File: config.mk
export PLATFORM = sky130hd
export DESIGN_NAME = rmq_div_cell
export DESIGN_NICKNAME = d
export VERILOG_FILES = /design/src/hw/rtl/rmq_pkg.sv /design/src/hw/rtl/rmq_div_cell.sv
export SDC_FILE = /design/constraint.sdc
export NUM_CORES = 1
export LEC_CHECK = 0
export BUFFER_PORTS_ARGS = -buffer_cell sky130_fd_sc_hd__buf_2
export CORE_AREA = 8 8 316 318
export CTS_CLUSTER_SIZE = 8
export DETAILED_ROUTE_END_ITERATION = 8
export DIE_AREA = 0 0 324 326
export MAX_ROUTING_LAYER = met4
export PLACE_DENSITY = 0.46
export SLEW_MARGIN = 10
export SYNTH_ARGS = -nofsm -noshare
export SYNTH_HDL_FRONTEND = slang
export SYNTH_SLANG_ARGS = --single-unit
File: constraint.sdc
create_clock -name clk -period 3.5 [get_ports clk]
set_input_delay 0.35 -clock clk [delete_from_list [all_inputs] [get_ports clk]]
set_output_delay 0.35 -clock clk [all_outputs]
set_load 0.005 [all_outputs]
File: src/hw/rtl/rmq_pkg.sv
// Shared types and constants for the rotation matrix to quaternion converter.
`timescale 1ns / 1ps
`default_nettype none
package rmq_pkg;

  localparam int MAG_W  = 31;  // normalized component magnitude, top bit at 2^30
  localparam int SUM_W  = 64;  // sum of four squared magnitudes
  localparam int ROOT_W = 32;  // integer square root of the sum
  localparam int SREM_W = 35;  // square root partial remainder
  localparam int DREM_W = 33;  // division partial remainder, below twice the root
  localparam int LANES  = 4;

  typedef struct packed {
    logic signed [15:0] m00;
    logic signed [15:0] m01;
    logic signed [15:0] m02;
    logic signed [15:0] m10;
    logic signed [15:0] m11;
    logic signed [15:0] m12;
    logic signed [15:0] m20;
    logic signed [15:0] m21;
    logic signed [15:0] m22;
  } in_t;

  typedef struct packed {
    logic signed [15:0] qx;
    logic signed [15:0] qy;
    logic signed [15:0] qz;
    logic signed [15:0] qw;
    logic               invalid;
  } out_t;

  // Control that travels with every transaction along the chains.
  typedef struct packed {
    logic             valid;
    logic             inv;
    logic [LANES-1:0] neg;
  } tag_t;

endpackage
`default_nettype wire

File: src/hw/rtl/rmq_div_cell.sv
// One quotient bit of the four-lane restoring division chain.
`timescale 1ns / 1ps
`default_nettype none
module rmq_div_cell import rmq_pkg::*; #(
  parameter int BIT = 0,
  parameter int DW  = 46,
  parameter int QW  = 15
) (
  input  wire logic                         clk,
  input  wire logic                         rst_n,
  input  wire tag_t                         tag_i,
  input  wire logic [LANES-1:0][DW-1:0]     num_i,
  input  wire logic [ROOT_W-1:0]            den_i,
  input  wire logic [LANES-1:0][DREM_W-1:0] rem_i,
  input  wire logic [LANES-1:0][QW-1:0]     quo_i,
  output tag_t                              tag_o,
  output logic [LANES-1:0][DW-1:0]          num_o,
  output logic [ROOT_W-1:0]                 den_o,
  output logic [LANES-1:0][DREM_W-1:0]      rem_o,
  output logic [LANES-1:0][QW-1:0]          quo_o
);

  logic [LANES-1:0][DREM_W-1:0] rem_s;
  logic [LANES-1:0]             take;

  always_comb begin
    for (int i = 0; i < LANES; i++) begin
      rem_s[i] = {rem_i[i][DREM_W-2:0], num_i[i][BIT]};
      take[i]  = rem_s[i] >= {1'b0, den_i};
    end
  end

  always_ff @(posedge clk) begin
    if (!rst_n) begin
      tag_o.valid <= 1'b0;
    end else begin
      tag_o.valid <= tag_i.valid;
    end
  end

  always_ff @(posedge clk) begin
    tag_o.inv <= tag_i.inv;
    tag_o.neg <= tag_i.neg;
    num_o     <= num_i;
    den_o     <= den_i;
    for (int i = 0; i < LANES; i++) begin
      rem_o[i] <= take[i] ? rem_s[i] - {1'b0, den_i} : rem_s[i];
      quo_o[i] <= {quo_i[i][QW-2:0], take[i]};
    end
  end

endmodule
`default_nettype wire

[After elaboration in Yosys (flattened, before gate mapping)]
Cells that the tools add are included.
Word-level totals
  input bits: 416
  output and inout bits: 414
  logic and storage cells: 28
  register bits: 414
Operators by class
  add/subtract/negate cells: 4
  muxes and demuxes: 4
  $lt $le $gt $ge: 4
Operators by type and width (count)
  33-bit by 32-bit greater-or-equal comparator with 1-bit output: 4
  33-bit two-way mux: 4
  33-bit by 32-bit subtractor with 33-bit output: 4

[Longest topological paths before layout]
  depth after elaboration: 2
  depth in mapped cells: 14
  depth with buffers taken out: 12

[Least setup slack after synthesis]
No wires, ideal clock.
  path type: input-to-reg
  start: in den_i[1]
  end: reg rem_o[18] (netlist bit)
  path slack: 0.475 ns
  arrival time: 2.904 ns
  data required time: 3.379 ns
  library setup time: 0.121 ns
  path buffers: 2
  cell stages on the path: 12
  cell sequence: inv_1 ha_1 nor2b_1 o31a_1 o31ai_4 nand2b_2 a311o_1 a41o_1 a211o_1 buf_6 buf_6 mux2_4
Between the ends
  longest elaborated chain between the ends: 2
  elaborated cells between the ends (all ways): 3
  classes of those cells: add/sub: 1; order compare: 1; mux: 1
Ends and longest elaborated chain
  from (decl): RTL line rmq_div_cell.sv:13  | input wire logic [ROOT_W-1:0] den_i,
  33-bit by 32-bit subtractor with 33-bit output / 33-bit by 32-bit greater-or-equal comparator with 1-bit output (equally long branches): RTL line rmq_div_cell.sv:47, rmq_div_cell.sv:29
  33-bit two-way mux (*): RTL line rmq_div_cell.sv:47  | rem_o[i] <= take[i] ? rem_s[i] - {1'b0, den_i} : rem_s[i];
  to (signal, indexed assignment): RTL line rmq_div_cell.sv:47
  to (decl): RTL line rmq_div_cell.sv:19  | output logic [LANES-1:0][DREM_W-1:0] rem_o,
Every way passes the cells marked *; elsewhere a longest branch is shown, timed or not.
A chain may end at the register's enable or synchronous reset.

[Worst setup path in the final report]
  start: in den_i[2]
  end: reg rem_o[28] (netlist bit)
The elaborated chain is that of the path after synthesis.

==> impl_metrics.ini <==
[run_status]
status = finished, final reports clean

[routing]
wl_mm = 100
wl_per_cell_um = 22.9
ant_nets = 0
firstDrtPassIters = 5
drtIter0Drc = 730
drt-vias-per-instance = 4.10
drcViolationCount = 0
routed-via-count = 18000

[grt]
grt_antenna_before_repair = 41
grt_pass1_vias = 19100
grt_max_degree = 46
grt_pass1_wl_mm = 138
grt_use_total_pct = 18.6
grt_overflow_total = 0

[clocking]
htree_levels = 3
numCtsBuffers = 66
cts.sinks = 414
clk_pin_slew_worst_paths_ps = 50
clk_path_buf_depth = 3
cts_root_buf = clkbuf_16
cts_tree = yes
post-cts-setup-buffer-count = 0

[floorplanning]
core_area_um2 = 94400
die_area_um2 = 106000
rows = 113
die_x_um = 324
initial_core_util_pct = 17.8
boundaryPins = 830
die_height_um = 326

[timing]
hold_viol_final = 0
period_share_pct = 97.4
whs_ps = 57.4
rsz0062_at_grt = true
max_freq_mhz = 293
setup_viol = 0
period_minus_slack_ps = 3410
relSlewSlack_pct = 64.8
slew_viol_final = 0
tightest_slew_ps = 528

[critical_path]
endpoint_kind = register
cp-endpoint = rem_o[28]$_DFF_P_
startpoint_type = input port
cp-startpoint = den_i[2]
worstPathArrival_ps = 3880
worstSetupPathType = input port to register
critical_path.max_fanout = 4
cp.required_ps = 3970

[power]
irDropWorstVdd_mv = 0.334
p_total_mw = 15.1
power_switching_mw = 4.42
p_leak_nw = 13.8
power_frac_comb_pct = 23.6
p_int_mw = 10.7
pwr_density_cell_nw_per_um2 = 515
switching_share_pct = 29.3
p_clk_share_pct = 40.7
seqPwrFrac_pct = 35.7

[placed_design]
dp_hpwl_mm = 84.5
place_inst = 3889
gp_congestion = 0.881
port_buffers = 821

[min_path]
hold_path_class = input port to register

[synth]
ys.flop_type = dfxtp_1
synth_area_leader_cell = dfxtp_1
synth.cell_area_um2 = 16800
synthSimpleGateAreaFrac_pct = 11.2
seq_area_frac_synth_pct = 49.4
synthAdderAreaFrac_pct = 10.0
syn_inst = 1715
syn_avg_cell_area_um2 = 9.78
synth_fp_nets = 2263
synth.area.mux_share_pct = 2.16
ys_seq_elements = 414
synthArstFlopShare_pct = 0
synth_top_family_by_area = compound AO/OA/AOI/OAI gates
yosys_warnings = 0
synthXorXnorAreaFrac_pct = 5.43
synth_top_cell_area_share_pct = 49.4
synth_edf_count = 0
synth_area_leaders = dfxtp_1 (49%), ha_1 (9.6%), a21oi_1 (5.1%), o21ai_0 (3.9%), xnor2_1 (3.3%)
synth-compound-area-share_pct = 18.8
netlist-cell-type-count = 70

[job]
drv_cap = 0

[final_layout]
final_cell_mix = buf_2 (821), dfxtp_1 (414), dlygate4sd3_1 (381)
final_net_count = 3621
final_common_cell = buf_2
drive_above_1_share_pct = 36.0
fillers = 10000
fin_cells = 4392
area.growth.synth_to_final_pct = 74.9
## through the flow
step           instance area [um^2]  TNS (ps)  util (%)  worst slack [ps]
6_report                      29300         0      31.0              91.5
3_3_place_gp                  23400     -1880      24.7              -119
2_1_floorplan                 16800         0         -               475
4_1_cts                       29200         0      30.9              22.4
5_1_grt                       29300     -55.7      31.0             -28.2
3_5_place_dp                  23400     -2470      24.7              -119
## power groups by stage
stage | combinational, mW | clock [mW] | sequential, mW
floorplan | 1.41 | 0 | 5.53
global placement | 3.23 | 0 | 5.49
detailed placement | 3.23 | 0 | 5.48
CTS | 3.63 | 6.45 | 5.40
global route | 3.91 | 6.62 | 5.44
finish | 3.56 | 6.14 | 5.40
## cell usage after synthesis (all sizes together), types with 3 or more instances
cell type,count
a2111oi,4
a211oi,16
a21boi,5
a21o,58
a21oi,173
a221oi,4
a311oi,3
a31o,3
a31oi,9
and2,9
and3,15
buf,16
clkbuf,39
dfxtp,414
fa,4
ha,128
inv,67
mux2,26
mux2i,5
nand2,130
nand2b,15
nand3,29
nand4,26
nor2,120
nor2b,8
nor3,29
nor3b,4
nor4,5
o2111ai,3
o211ai,9
o21a,25
o21ai,132
o21bai,15
o31a,12
o31ai,12
o41ai,4
or2,5
or3,3
xnor2,63
xor2,41
## kinds of logic (layout without fill, tap and decap cells)
| kind of cell | count (synthesis) | after routing |
|---|---|---|
| xor gates and xnor gates | 104 | 104 |
| and+or+nand+nor | 407 | 407 |
| buffers and inverters | 122 | 1505 |
| adders and majority gates | 132 | 132 |
| other | 0 | 29 |
| DFF | 414 | 414 |
| AOI/OAI and AO/OA | 505 | 505 |
| muxes | 31 | 31 |
## what timing repair did
item	CTS	global route
hold endpoints to repair	382	0
hold buffers	381	0
resized for setup	0	22
endpoints found under the setup margin	0	29
## registers in the layout (all words and copies together) (netlist names)
register,count
num_o,184
rem_o,132
quo_o,60
den_o,32
tag_o,6
## per-layer routing
metal | global-route usage, % | wire length, um
met2 | 34.8 | 53200
met1 | 17.8 | 35600
met3 | 4.92 | 6970
met4 | 8.32 | 4660
met5 | - | 0
## layout make-up
| class | instances | area, um^2 | share of cell area, % |
|---|---|---|---|
| Timing Repair Buffer | 1345 | 9060 | 30.9 |
| Sequential cell | 414 | 8290 | 28.3 |
| Multi-Input combinational cell | 1179 | 8070 | 27.5 |
| Inverter | 67 | 259 | 0.883 |
| Antenna cell | 29 | 72.6 | 0.248 |
| Clock buffer | 80 | 1790 | 6.09 |
| Clock inverter | 13 | 200 | 0.683 |
| Tap cell | 1265 | 1580 | 5.40 |
## worst max-delay path, stage by stage
cell	delay [ps]
dlygate4sd3_1	530
buf_2	130
clkinvlp_4	170
ha_1	350
buf_4	150
nand2b_1	60
a21oi_1	90
a211oi_1	340
buf_4	200
a21oi_2	80
a311o_1	400
o21ai_0	190
buf_4	150
o21ai_0	110
a2111oi_1	440
o32ai_1	130
## worst min path at each step
stage / endpoint / from / cells past startpoint
4_1_cts: rem_o[130]$_DFF_P_ / rem_i[129] / 3
2_1_floorplan: den_o[0]$_DFF_P_ / den_i[0] / 0
5_1_grt: rem_o[76]$_DFF_P_ / rem_i[75] / 2
3_5_place_dp: quo_o[42]$_DFF_P_ / quo_i[41] / 1
6_report: rem_o[125]$_DFF_P_ / rem_i[124] / 3
3_3_place_gp: num_o[37]$_DFF_P_ / num_i[37] / 1
Power figures use the tool's default switching activity.
