$ cat config.mk
export PLATFORM = sky130hd
export DESIGN_NAME = rmq_sqrt_cell
export DESIGN_NICKNAME = d
export VERILOG_FILES = /design/src/hw/rtl/rmq_pkg.sv /design/src/hw/rtl/rmq_sqrt_cell.sv
export SDC_FILE = /design/constraint.sdc
export NUM_CORES = 1
export LEC_CHECK = 0
export BUFFER_PORTS_ARGS = -buffer_cell sky130_fd_sc_hd__buf_2
export CAP_MARGIN = 20
export CORE_AREA = 2 2 203 205
export CTS_BUF_LIST = sky130_fd_sc_hd__clkbuf_8
export CTS_CLUSTER_DIAMETER = 80
export DETAILED_ROUTE_END_ITERATION = 8
export DIE_AREA = 0 0 205 207
export PLACE_DENSITY = 0.42
export SKIP_LAST_GASP = 1
export SLEW_MARGIN = 20
export SYNTH_ARGS = -nofsm -noshare
export SYNTH_HDL_FRONTEND = slang
export SYNTH_SLANG_ARGS = --single-unit
$ cat constraint.sdc
create_clock -name clk -period 9.8 [get_ports clk]
set_clock_uncertainty 0.1 [all_clocks]
set_input_delay 2.45 -clock clk [delete_from_list [all_inputs] [get_ports clk]]
set_output_delay 2.45 -clock clk [all_outputs]
set_load 0.01 [all_outputs]
$ cat src/hw/rtl/rmq_pkg.sv
// Shared types and constants for the rotation matrix to quaternion converter.
`timescale 1ns / 1ps
`default_nettype none
package rmq_pkg;

  localparam int MAG_W  = 31;  // normalized component magnitude, top bit at 2^30
  localparam int SUM_W  = 64;  // sum of four squared magnitudes
  localparam int ROOT_W = 32;  // integer square root of the sum
  localparam int SREM_W = 35;  // square root partial remainder
  localparam int DREM_W = 33;  // division partial remainder, below twice the root
  localparam int LANES  = 4;

  typedef struct packed {
    logic signed [15:0] m00;
    logic signed [15:0] m01;
    logic signed [15:0] m02;
    logic signed [15:0] m10;
    logic signed [15:0] m11;
    logic signed [15:0] m12;
    logic signed [15:0] m20;
    logic signed [15:0] m21;
    logic signed [15:0] m22;
  } in_t;

  typedef struct packed {
    logic signed [15:0] qx;
    logic signed [15:0] qy;
    logic signed [15:0] qz;
    logic signed [15:0] qw;
    logic               invalid;
  } out_t;

  // Control that travels with every transaction along the chains.
  typedef struct packed {
    logic             valid;
    logic             inv;
    logic [LANES-1:0] neg;
  } tag_t;

endpackage
`default_nettype wire

$ cat src/hw/rtl/rmq_sqrt_cell.sv
// One digit step of the integer square root chain.
`timescale 1ns / 1ps
`default_nettype none
module rmq_sqrt_cell import rmq_pkg::*; #(
  parameter int BIT = 0
) (
  input  wire logic                        clk,
  input  wire logic                        rst_n,
  input  wire tag_t                        tag_i,
  input  wire logic [LANES-1:0][MAG_W-1:0] mag_i,
  input  wire logic [SUM_W-1:0]            sum_i,
  input  wire logic [SREM_W-1:0]           rem_i,
  input  wire logic [ROOT_W-1:0]           root_i,
  output tag_t                             tag_o,
  output logic [LANES-1:0][MAG_W-1:0]      mag_o,
  output logic [SUM_W-1:0]                 sum_o,
  output logic [SREM_W-1:0]                rem_o,
  output logic [ROOT_W-1:0]                root_o
);

  logic [SREM_W-1:0] rem_s;
  logic [SREM_W-1:0] trial;
  logic              take;

  // Bring down the next two radicand bits and try the odd trial value.
  assign rem_s = {rem_i[SREM_W-3:0], sum_i[2*BIT+1 -: 2]};
  assign trial = {1'b0, root_i, 2'b01};
  assign take  = rem_s >= trial;

  always_ff @(posedge clk) begin
    if (!rst_n) begin
      tag_o.valid <= 1'b0;
    end else begin
      tag_o.valid <= tag_i.valid;
    end
  end

  always_ff @(posedge clk) begin
    tag_o.inv <= tag_i.inv;
    tag_o.neg <= tag_i.neg;
    mag_o     <= mag_i;
    sum_o     <= sum_i;
    rem_o     <= take ? rem_s - trial : rem_s;
    root_o    <= {root_i[ROOT_W-2:0], take};
  end

endmodule
`default_nettype wire

### After elaboration in Yosys (flattened, before gate mapping)

Cells that the tools add are included.

| word-level totals | value |
|---|---|
| register bits after elaboration | 261 |
| bits in latches | 0 |
| RAM bits | 0 |
| bits in read-only memories | 0 |
| input bits | 263 |
| output and inout port bits | 261 |
| word-level logic and storage cells | 13 |
| memories kept | 0 |

| cells by class | value |
|---|---|
| add/sub/neg operators | 1 |
| $mul | 0 |
| divide/modulo/power cells | 0 |
| order comparisons | 1 |
| eq/ne operators | 0 |
| shift-type cells | 0 |
| muxes and demuxes | 1 |
| bitwise operators | 0 |
| reduce and logical (&&, ||, !) cells | 0 |

Operators by type and width:

| operator | number |
|---|---|
| $ge 35x34->1 | 1 |
| $mux 35 | 1 |
| $sub 35x34->35 | 1 |

### Depth between registers and ports, before layout

Gate-level depths: netlist of the first run.

| logic depth | value |
|---|---|
| word-level depth | 2 |
| gate-level depth with buffers | 12 |
| depth with buffers taken out | 10 |

### Least setup slack after synthesis of the first run

No wires, ideal clock.

| timing path | value |
|---|---|
| path kind | input port to flip-flop |
| start point | input port root_i[0] |
| end point | register rem_o[10] |
| setup time | 121 ps |
| arrival time | 4581 ps |
| required time | 9579 ps |
| setup slack | 4997 ps |
| stages on the path | 11 |
| buffers on the path | 1 |
| cell sequence | inv_1 ha_1 o21a_1 o211ai_2 a311oi_4 o31a_4 a311oi_4 nor3_4 nor2_8 buf_12 mux2_4 |

| on the way | value |
|---|---|
| word-level cells in the longest chain between the ends | 2 |
| elaborated cells on any way between the ends | 3 |
| classes of those cells | add/sub (1); order compare (1); mux (1) |

RTL lines:

| element | RTL line | RTL |
|---|---|---|
| start: declaration | rmq_sqrt_cell.sv:13 | `input wire logic [ROOT_W-1:0] root_i,` |
| $sub 35x34->35 or $ge 35x34->1 (tied branches) | rmq_sqrt_cell.sv:43, rmq_sqrt_cell.sv:28 |  |
| $mux 35 (*) | rmq_sqrt_cell.sv:43 | `rem_o <= take ? rem_s - trial : rem_s;` |
| end signal: assignment | rmq_sqrt_cell.sv:43 |  |
| end: declaration | rmq_sqrt_cell.sv:17 | `output logic [SREM_W-1:0] rem_o,` |

Every way passes the cells marked *; elsewhere a longest branch is shown, timed or not.
A chain may end at the register's enable or synchronous reset.

### Worst setup path in the final report of the first run

| timing path | value |
|---|---|
| start point | input port root_i[14] |
| end point | register rem_o[5] |

| on the way | value |
|---|---|
| word-level cells in the longest chain between the ends | 2 |

RTL lines:

| element | RTL line | RTL |
|---|---|---|
| $ge 35x34->1 | rmq_sqrt_cell.sv:28 | `assign take = rem_s >= trial;` |
| $mux 35 | rmq_sqrt_cell.sv:43 |  |

No other way between the ends.

==> results.py, run 1 <==
metrics = {
    "outcome": {
        "outcome": "complete, no violations",
    },
    "synth": {
        "synth-edff-count": 0,
        "yosysSeqAreaShare_pct": 66.0,
        "synth_common_cells": "dfxtp_1 (261), inv_1 (45), ha_1 (34)",
        "syn-num-nets": 912,
        "netlist_instances": 615,
        "synth_top_flop_cell": "dfxtp_1",
        "yosys.cell_types.count": 63,
        "syn_area_per_cell_um2": 12.9,
        "synth_most_common_cell": "dfxtp_1",
        "yosysTopAreaCellShare_pct": 66.0,
        "yosys_warnings": 0,
        "yosys-top-cells-area": "dfxtp_1 (66%), ha_1 (5.4%), mux2_4 (4.6%)",
        "synth_area_um2": 7910,
        "synth_area_leader_cell": "dfxtp_1",
        "synth-seq-cells": 261,
        "async_flop_share_pct": 0,
    },
    "sta": {
        "fin_crit_sh_pct": 51.9,
        "hold_viol": 0,
        "worst_pin_slew_ps": 873,
        "slew_headroom_pct": 41.8,
        "fmax_ghz": 0.197,
        "rsz0062_at_grt": "no",
        "tns_ps": 0,
        "holdWs_ps": 1860,
        "setup_viol": 0,
        "drv_slew": 0,
        "fin_crit_ps": 5090,
    },
    "cts": {
        "cts_resized": 0,
        "cts_buffers": 46,
        "hold_buffers": 0,
        "cts-root-buf": "clkbuf_8",
        "clock-sinks": 261,
        "htree_num_levels": 2,
        "cts_tree": "built",
        "clk_pin_slew_ps": 60,
        "cts_setup_buffers": 0,
        "clock_path_buffers": 3,
    },
    "global_route": {
        "met3_usage_pct": 4.77,
        "grt_util_met1_pct": 13.4,
        "gr-total-overflow": 0,
        "grt_antenna_before_repair": 8,
        "grt_max_degree": 36,
        "track_usage_pct": 13.2,
        "grt_pass1_wl_um": 41600,
        "grt_pass1_vias": 6817,
        "busiest_layer": "met2",
        "grtUsageMet2_pct": 24.1,
    },
    "hold_path": {
        "hold_path_depth": 1,
        "hp-class": "in -> reg",
        "min-delay-start": "mag_i[108]",
        "min_to": "mag_o[108]",
    },
    "floorplanning": {
        "num_rows": 74,
        "ios": 524,
        "core_area_um2": 40400,
        "die_x_um": 205,
        "die_area_um2": 42400,
        "die_y_um": 207,
        "start_util_pct": 19.6,
    },
    "worst_setup_path": {
        "crit_type": "in -> reg",
        "cp.required_ps": 10160,
        "crit_path_max_fanout": 35,
        "crit_path_end_kind": "flop",
        "crit_arrival_ps": 5450,
        "startpoint_type": "input port",
    },
    "finish": {
        "final_nets": 1471,
        "area_growth_pct": 52.3,
        "final_util_pct": 29.9,
        "fillers": 4391,
        "layout-drive-gt1-share_pct": 52.4,
        "register_area_um2": 5230,
        "multi_input_area_um2": 2430,
    },
    "placement": {
        "finalWeightedCongestion": 0.807,
        "port_buffers": 521,
        "dpl.hpwl_um": 23800,
    },
    "flow_run": {
        "cap_violations": 0,
    },
    "power": {
        "power_leakage_nw": 6.06,
        "p_clk_share_pct": 39.8,
        "p_switching_mw": 0.679,
        "swShare_pct": 26.3,
        "powerDensity_nw_per_um2": 215,
        "p_int_mw": 1.91,
        "combPwrFrac_pct": 15.3,
        "vdd.ir_drop.worst_mv": 0.0994,
        "p_seq_share_pct": 44.9,
    },
    "drt": {
        "first_pass_iters": 4,
        "drt_drc_violations_left": 0,
        "vias": 6522,
        "ant_nets": 0,
        "wl_per_cell_um": 16.7,
        "routed_wl_um": 29100,
        "drt_iter0_drc": 184,
        "avgViaCountPerCell": 3.74,
    },
}
-- cell type report --
class	count	area share [%]
Sequential cell	261	43.4
Timing Repair Buffer	521	21.6
Tap cell	532	5.52
Clock buffer	53	6.05
Inverter	45	1.40
Antenna cell	2	0.0415
Clock inverter	29	1.86
Multi-Input combinational cell	299	20.1
-- flip-flops by register name (all words and copies together) (netlist names) --
signal	count
rem_o	35
tag_o	6
mag_o	124
sum_o	64
root_o	32
-- how the worst max path moves through the flow --
stage	startpoint	slack, ps	to	cells past startpoint
final	root_i[14]	4710	rem_o[5]	11
after global routing	root_i[14]	4630	rem_o[3]	11
after CTS	root_i[14]	4740	rem_o[5]	11
after detailed placement	root_i[14]	4100	rem_o[4]	11
after global placement	root_i[14]	4120	rem_o[6]	11
after floorplan	root_i[0]	5000	rem_o[10]	11
-- cell families after synthesis --
| group | Yosys count | synth area share [%] |
|---|---|---|
| fa+ha+maj | 34 | 5.38 |
| xor+xnor | 31 | 3.43 |
| flops | 261 | 66.0 |
| compound gates | 105 | 9.74 |
| mux | 32 | 5.65 |
| buf+inv | 55 | 3.30 |
| simple gates | 97 | 6.47 |
-- power by group through the flow --
stage	logic (mW)	registers, mW	clock network, mW
2_1_floorplan	0.173	1.23	0
6_report	0.395	1.16	1.03
3_5_place_dp	0.402	1.18	0
5_1_grt	0.432	1.17	1.13
4_1_cts	0.405	1.16	1.09
3_3_place_gp	0.402	1.18	0
-- routing by layer --
layer | vias to the layer above | routed length, µm
met3 | 70 | 2640
met1 | 2930 | 10400
met4 | 12 | 990
li1 | 3216 | -
met5 | - | 69
met2 | 294 | 14900
-- worst max-delay path, stage by stage --
cell	delay (ps)
buf_2	90
inv_1	40
ha_1	380
a21oi_1	320
o21ai_1	160
a21oi_1	200
o21ai_0	180
a311oi_4	410
nor3_4	110
nor2_8	680
mux2_2	410
-- metrics by stage --
| stage | setup slack, ps | instance area [µm²] | power (mW) | std cells |
|---|---|---|---|---|
| floorplan | 5000 | 7910 | 1.40 | 615 |
| global placement | 4120 | 11100 | 1.59 | 1658 |
| detailed placement | 4100 | 11100 | 1.59 | 1658 |
| CTS | 4740 | 12000 | 2.65 | 1740 |
| global route | 4630 | 12100 | 2.73 | 1742 |
| finish | 4710 | 12100 | 2.59 | 1742 |
-- placed cells by master (no fill, tap or decap), types with 2 or more instances in the layout --
cell	synthesis	routed
ha_1	34	34
o21ai_0	16	16
a21oi_2	2	2
nand2_1	28	28
a311oi_4	2	2
clkbuf_8	0	53
o21bai_1	4	4
nand4_1	8	8
nor2_1	23	23
clkinv_2	0	7
mux2_2	5	5
and3_1	4	4
mux2_4	24	24
dfxtp_1	261	261
a211o_1	2	2
mux2i_1	3	3
clkinvlp_4	0	2
o21ai_1	2	2
a21o_1	8	8
a21oi_1	32	32
nor3_1	10	10
o21a_1	10	10
bufinv_16	0	3
buf_2	5	521
a221oi_1	2	2
and2_1	3	3
nand3_1	3	3
nand2b_1	2	2
o31ai_1	3	3
o211ai_1	2	2
diode_2	0	2
xnor2_1	19	19
xor2_1	12	12
inv_1	45	60
nor2b_1	5	5
No activity file was read; power rests on OpenSTA's default activity.
==> run 2: changes to the inputs <==
Clock period 9.8 ns to 5.05 ns, I/O delays scaled along.
==> run 2 against run 1 <==
  * Critical path depth is 1 higher
  * Clock power rose by 110%
  * Global-route usage hardly changed
  * Final cell count increased by 0.11%
  * Largest cell class unchanged
  * Highest routed layer unchanged
==> results.py, run 2 (synthesis results as in run 1) <==
metrics = {
    "outcome": {
        "outcome": "complete, no violations",
    },
    "global_route": {
        "grt_pass1_wl_um": 41500,
        "grt_max_degree": 27,
        "gr-total-overflow": 0,
        "grt_pass1_vias": 6754,
        "track_usage_pct": 13.2,
        "grt_antenna_before_repair": 11,
    },
    "finish": {
        "final_cell_mix": "buf_2 (521), dfxtp_1 (261), clkbuf_8 (56)",
        "top_register": "mag_o",
        "multi_input_area_um2": 2430,
        "layout-drive-gt1-share_pct": 53.2,
        "fillers": 4336,
        "fin_cells": 1744,
        "largest_reg_flops": 124,
        "layout_commonest_cell": "buf_2",
        "final_nets": 1472,
        "reg_top3": "mag_o (124), sum_o (64), rem_o (35)",
        "register_area_um2": 5230,
        "area_growth_pct": 53.4,
    },
    "sta": {
        "drv_slew": 0,
        "hold_viol": 0,
        "worst_pin_slew_ps": 533,
        "rsz0062_at_grt": "no",
        "setup_viol": 0,
        "fin_crit_sh_pct": 73.3,
        "fin_crit_ps": 3700,
        "fmax_ghz": 0.270,
        "holdWs_ps": 684,
        "worst_slack_ps": 1350,
        "slew_headroom_pct": 64.4,
        "tns_ps": 0,
    },
    "drt": {
        "drt_iter0_drc": 199,
        "avgViaCountPerCell": 3.77,
        "ant_nets": 0,
        "routed_wl_um": 29100,
        "first_pass_iters": 4,
        "vias": 6567,
        "drt_drc_violations_left": 0,
        "wl_per_cell_um": 16.7,
    },
    "flow_run": {
        "cap_violations": 0,
    },
    "cts": {
        "clk_pin_slew_ps": 70,
        "clock_path_buffers": 3,
        "cts_setup_buffers": 0,
        "cts_tree": "built",
        "cts_resized": 0,
        "hold_buffers": 0,
        "clock-sinks": 261,
        "cts-root-buf": "clkbuf_8",
        "cts_buffers": 46,
        "htree_num_levels": 2,
    },
    "power": {
        "combPwrFrac_pct": 15.0,
        "power_leakage_nw": 6.09,
        "finalPower_mw": 5.15,
        "p_seq_share_pct": 43.7,
        "p_clk_share_pct": 41.4,
        "vdd.ir_drop.worst_mv": 0.162,
        "swShare_pct": 26.1,
        "powerDensity_nw_per_um2": 425,
        "p_int_mw": 3.81,
        "p_switching_mw": 1.35,
    },
    "worst_setup_path": {
        "cp-endpoint": "rem_o[5]",
        "critPathTopFamily": "compound AO/OA/AOI/OAI gates",
        "worstSetupStartpoint": "root_i[14]",
        "crit_arrival_ps": 4050,
        "max_stage_delay_ps": 410,
        "crit_top_cell": "a21oi_1",
        "worst_path_max_delay_cell": "a311oi_4",
        "cp.required_ps": 5400,
        "crit_type": "in -> reg",
        "crit_path_end_kind": "flop",
        "crit_buf_inv": 3,
        "startpoint_type": "input port",
        "crit_path_max_fanout": 26,
        "path_cells": "buf_2, inv_1, ha_1, a21oi_1, o21ai_1, a21oi_1, o21ai_0, a311oi_4, nor3_4, nor2_8, buf_12, mux2_2",
        "worst-path-stages": 12,
    },
    "hold_path": {
        "hold_path_depth": 1,
        "hp-class": "in -> reg",
    },
    "floorplanning": {
        "die_area_um2": 42400,
        "num_rows": 74,
        "die_y_um": 207,
        "ios": 524,
        "core_area_um2": 40400,
        "start_util_pct": 19.6,
        "die_x_um": 205,
    },
    "placement": {
        "dp_cells": 1659,
        "dpl.hpwl_um": 23800,
        "finalWeightedCongestion": 0.790,
        "pre_cts_ws_ps": 750,
        "port_buffers": 521,
    },
}
==> run 2: changes by cell type in the layout (fill, tap and decap cells not counted), sizes merged <==
| cell | change |
|---|---|
| diode | -1 |
| bufinv | +1 |
| clkbuf | +3 |
| buf | +1 |
| clkinv | +5 |
| inv | -7 |
==> run 2: worst min path at each step <==
stage,from,endpoint,slack (ps)
after floorplan,mag_i[0],mag_o[0],1190
after global placement,mag_i[64],mag_o[64],1270
after detailed placement,mag_i[64],mag_o[64],1270
after CTS,sum_i[41],sum_o[41],610
after global routing,mag_i[7],mag_o[7],600
final,mag_i[115],mag_o[115],680
==> run 2: cell type report <==
cell class | instances | share of cell area [%]
Antenna cell | 1 | 0.0206
Inverter | 45 | 1.39
Clock buffer | 56 | 6.35
Tap cell | 532 | 5.48
Sequential cell | 261 | 43.1
Multi-Input combinational cell | 299 | 20.0
Timing Repair Buffer | 522 | 21.6
Clock inverter | 28 | 2.06
==> run 2: metrics by stage <==
step | area, µm² | util, %
after floorplan | 7910 | -
after global placement | 11100 | 27.5
after detailed placement | 11100 | 27.5
after CTS | 12100 | 30.1
after global routing | 12100 | 30.1
final | 12100 | 30.1
==> run 2: layer usage <==
| layer | track usage (%) | vias to the layer above | wire length, µm |
|---|---|---|---|
| li1 | - | 3222 | - |
| met1 | 13.1 | 2992 | 10400 |
| met2 | 24.5 | 282 | 15200 |
| met3 | 5.43 | 55 | 2770 |
| met4 | 4.24 | 16 | 651 |
| met5 | 0 | - | 110 |
==> run 2: power groups by stage <==
stage	registers [mW]	clock network (mW)	logic, mW
CTS	2.25	2.23	0.790
floorplan	2.39	0	0.335
detailed placement	2.30	0	0.785
global placement	2.30	0	0.784
global route	2.27	2.32	0.844
finish	2.25	2.13	0.771
==> run 3: changes to the inputs <==
Settings changed: ABC_AREA set to 1, CORE_AREA 2 2 203 205 to 2 2 202 204, DIE_AREA 0 0 205 207 to 0 0 204 206, PLACE_DENSITY 0.42 to 0.45.
Clock period 5.05 ns to 3.3 ns, I/O delays scaled along.
==> run 3 against run 2 <==
  * Synthesized cell count is 49% higher
  * First-iteration DRC count is 39% higher
  * Sequential power is 53% higher
  * Largest cell class unchanged
==> results.py, run 3 <==
metrics = {
    "hold_path": {
        "min-delay-start": "mag_i[86]",
        "hold_path_depth": 1,
        "min_to": "mag_o[86]",
        "hp-class": "in -> reg",
    },
    "power": {
        "power_leakage_nw": 6.95,
        "vdd.ir_drop.worst_mv": 0.287,
        "finalPower_mw": 7.68,
        "powerDensity_nw_per_um2": 611,
    },
    "synth": {
        "yosys.cell_types.count": 26,
        "synth-seq-cells": 261,
        "yosysTopAreaCellShare_pct": 62.8,
        "synth_top_flop_cell": "dfxtp_1",
        "async_flop_share_pct": 0,
        "yosys_warnings": 0,
        "synth-edff-count": 0,
        "netlist_instances": 919,
        "yosys-top-cells-area": "dfxtp_1 (63%), nand2_1 (14%), inv_1 (5.9%)",
        "synth_area_um2": 8320,
        "synth_area_leader_cell": "dfxtp_1",
        "synth_common_cells": "nand2_1 (306), dfxtp_1 (261), inv_1 (130)",
        "syn-num-nets": 1216,
        "syn_area_per_cell_um2": 9.05,
        "yosysSeqAreaShare_pct": 62.8,
        "synth_most_common_cell": "nand2_1",
    },
    "cts": {
        "cts_setup_buffers": 0,
        "hold_buffers": 0,
        "cts_tree": "built",
        "clk_pin_slew_ps": 70,
        "htree_num_levels": 2,
        "clock_path_buffers": 3,
        "cts_resized": 0,
        "cts-root-buf": "clkbuf_8",
        "clock-sinks": 261,
        "cts_buffers": 47,
    },
    "worst_setup_path": {
        "crit_path_max_fanout": 34,
        "crit_type": "in -> reg",
        "worst-path-stages": 14,
        "path_cells": "buf_2, inv_1, ha_1, a21oi_1, inv_1, nor2_1, nand2_1, nand2_1, nand3_1, nor2_2, nand2_4, inv_4, nand2_1, nand2_1",
        "startpoint_type": "input port",
        "crit_path_end_kind": "flop",
        "max_stage_delay_ps": 370,
        "crit_top_cell": "nand2_1",
        "crit_buf_inv": 4,
        "critPathTopFamily": "simple AND/OR/NAND/NOR gates",
        "worst_path_max_delay_cell": "ha_1",
        "crit_arrival_ps": 2850,
        "cp.required_ps": 3740,
    },
    "finish": {
        "register_area_um2": 5230,
        "fin_cells": 2059,
        "layout_commonest_cell": "buf_2",
        "top_register": "mag_o",
        "layout-drive-gt1-share_pct": 40.1,
        "final_nets": 1786,
        "largest_reg_flops": 124,
        "multi_input_area_um2": 2530,
        "final_cell_mix": "buf_2 (521), nand2_1 (306), dfxtp_1 (261)",
        "fillers": 4346,
        "reg_top3": "mag_o (124), sum_o (64), rem_o (35)",
        "area_growth_pct": 51.2,
    },
    "global_route": {
        "gr-total-overflow": 0,
        "grt_pass1_wl_um": 46500,
        "grt_antenna_before_repair": 9,
        "track_usage_pct": 15.0,
        "grt_max_degree": 35,
        "grt_pass1_vias": 7669,
    },
    "placement": {
        "finalWeightedCongestion": 0.862,
        "dpl.hpwl_um": 27800,
        "port_buffers": 521,
        "dp_cells": 1972,
    },
    "drt": {
        "drt_iter0_drc": 277,
        "ant_nets": 0,
        "first_pass_iters": 4,
        "avgViaCountPerCell": 3.78,
        "drt_drc_violations_left": 0,
        "wl_per_cell_um": 16.3,
        "vias": 7779,
        "routed_wl_um": 33500,
    },
    "sta": {
        "fmax_ghz": 0.415,
        "holdWs_ps": 212,
        "slew_headroom_pct": 75.1,
        "hold_viol": 0,
        "tns_ps": 0,
        "rsz0062_at_grt": "no",
        "drv_slew": 0,
        "setup_viol": 0,
        "worst_pin_slew_ps": 374,
        "fin_crit_sh_pct": 73.0,
        "fin_crit_ps": 2410,
    },
    "floorplanning": {
        "die_y_um": 206,
        "die_x_um": 204,
        "start_util_pct": 20.7,
        "num_rows": 74,
        "core_area_um2": 40200,
        "die_area_um2": 42000,
        "ios": 524,
    },
    "flow_run": {
        "cap_violations": 0,
    },
    "outcome": {
        "outcome": "complete, no violations",
    },
}
==> run 3: cell count changes after synthesis, moves of 8 or more <==
cell and change:
inv_1 +85, mux2_4 -24, nand2_1 +278, nand3_1 +31, nand3b_1 +9, nor2_1 +38, o21a_1 -8, o21ai_0 -9
xnor2_1 -17
==> run 3: how the worst max path moves through the flow <==
stage,start,to,slack (ps)
after global routing,root_i[24],rem_o[15],710
after detailed placement,root_i[24],rem_o[25],240
after floorplan,root_i[9],rem_o[25],890
final,root_i[24],rem_o[25],890
after CTS,root_i[24],rem_o[31],910
after global placement,root_i[24],rem_o[25],260
==> run 3: area by class of cell <==
class / count / share of cell area, %
sequential: 261 / 41.5
inverter: 133 / 3.99
multi-input combinational: 519 / 20.1
timing repair buffer: 527 / 21.3
clock inverter: 23 / 1.14
antenna: 4 / 0.0796
tap: 532 / 5.29
clock buffer: 60 / 6.56
==> run 3: report_power, final <==
group / leakage (nW) / switching [mW] / internal, mW
clock network: 0.533 / 1.37 / 1.72
registers: 2.20 / 0.0523 / 3.39
logic: 4.21 / 0.697 / 0.465
total: 6.95 / 2.12 / 5.57
==> run 3: cell families after synthesis <==
logic type,count (synthesis),share of synthesized area [%]
AND/OR/NAND/NOR,425,20.6
AO/OA/AOI/OAI,42,2.81
adder cells (fa/ha/maj),34,5.11
buffers and inverters,139,6.75
XOR/XNOR,18,1.90
flip-flops,261,62.8
==> run 3: per-layer routing <==
metal | up-vias | share of wire (%) | track usage, %
li1 | 3943 | - | -
met1 | 3463 | 39 | 16.7
met2 | 295 | 50 | 26.6
met3 | 68 | 7.9 | 4.49
met4 | 10 | 3.1 | 6.24
met5 | - | 0.22 | 0
==> run 3: stage by stage <==
step	util, %	worst slack [ps]	instance area (µm²)
3_3_place_gp	28.9	263	11600
4_1_cts	31.3	907	12600
3_5_place_dp	28.9	240	11600
2_1_floorplan	-	894	8320
6_report	31.3	892	12600
5_1_grt	31.3	715	12600
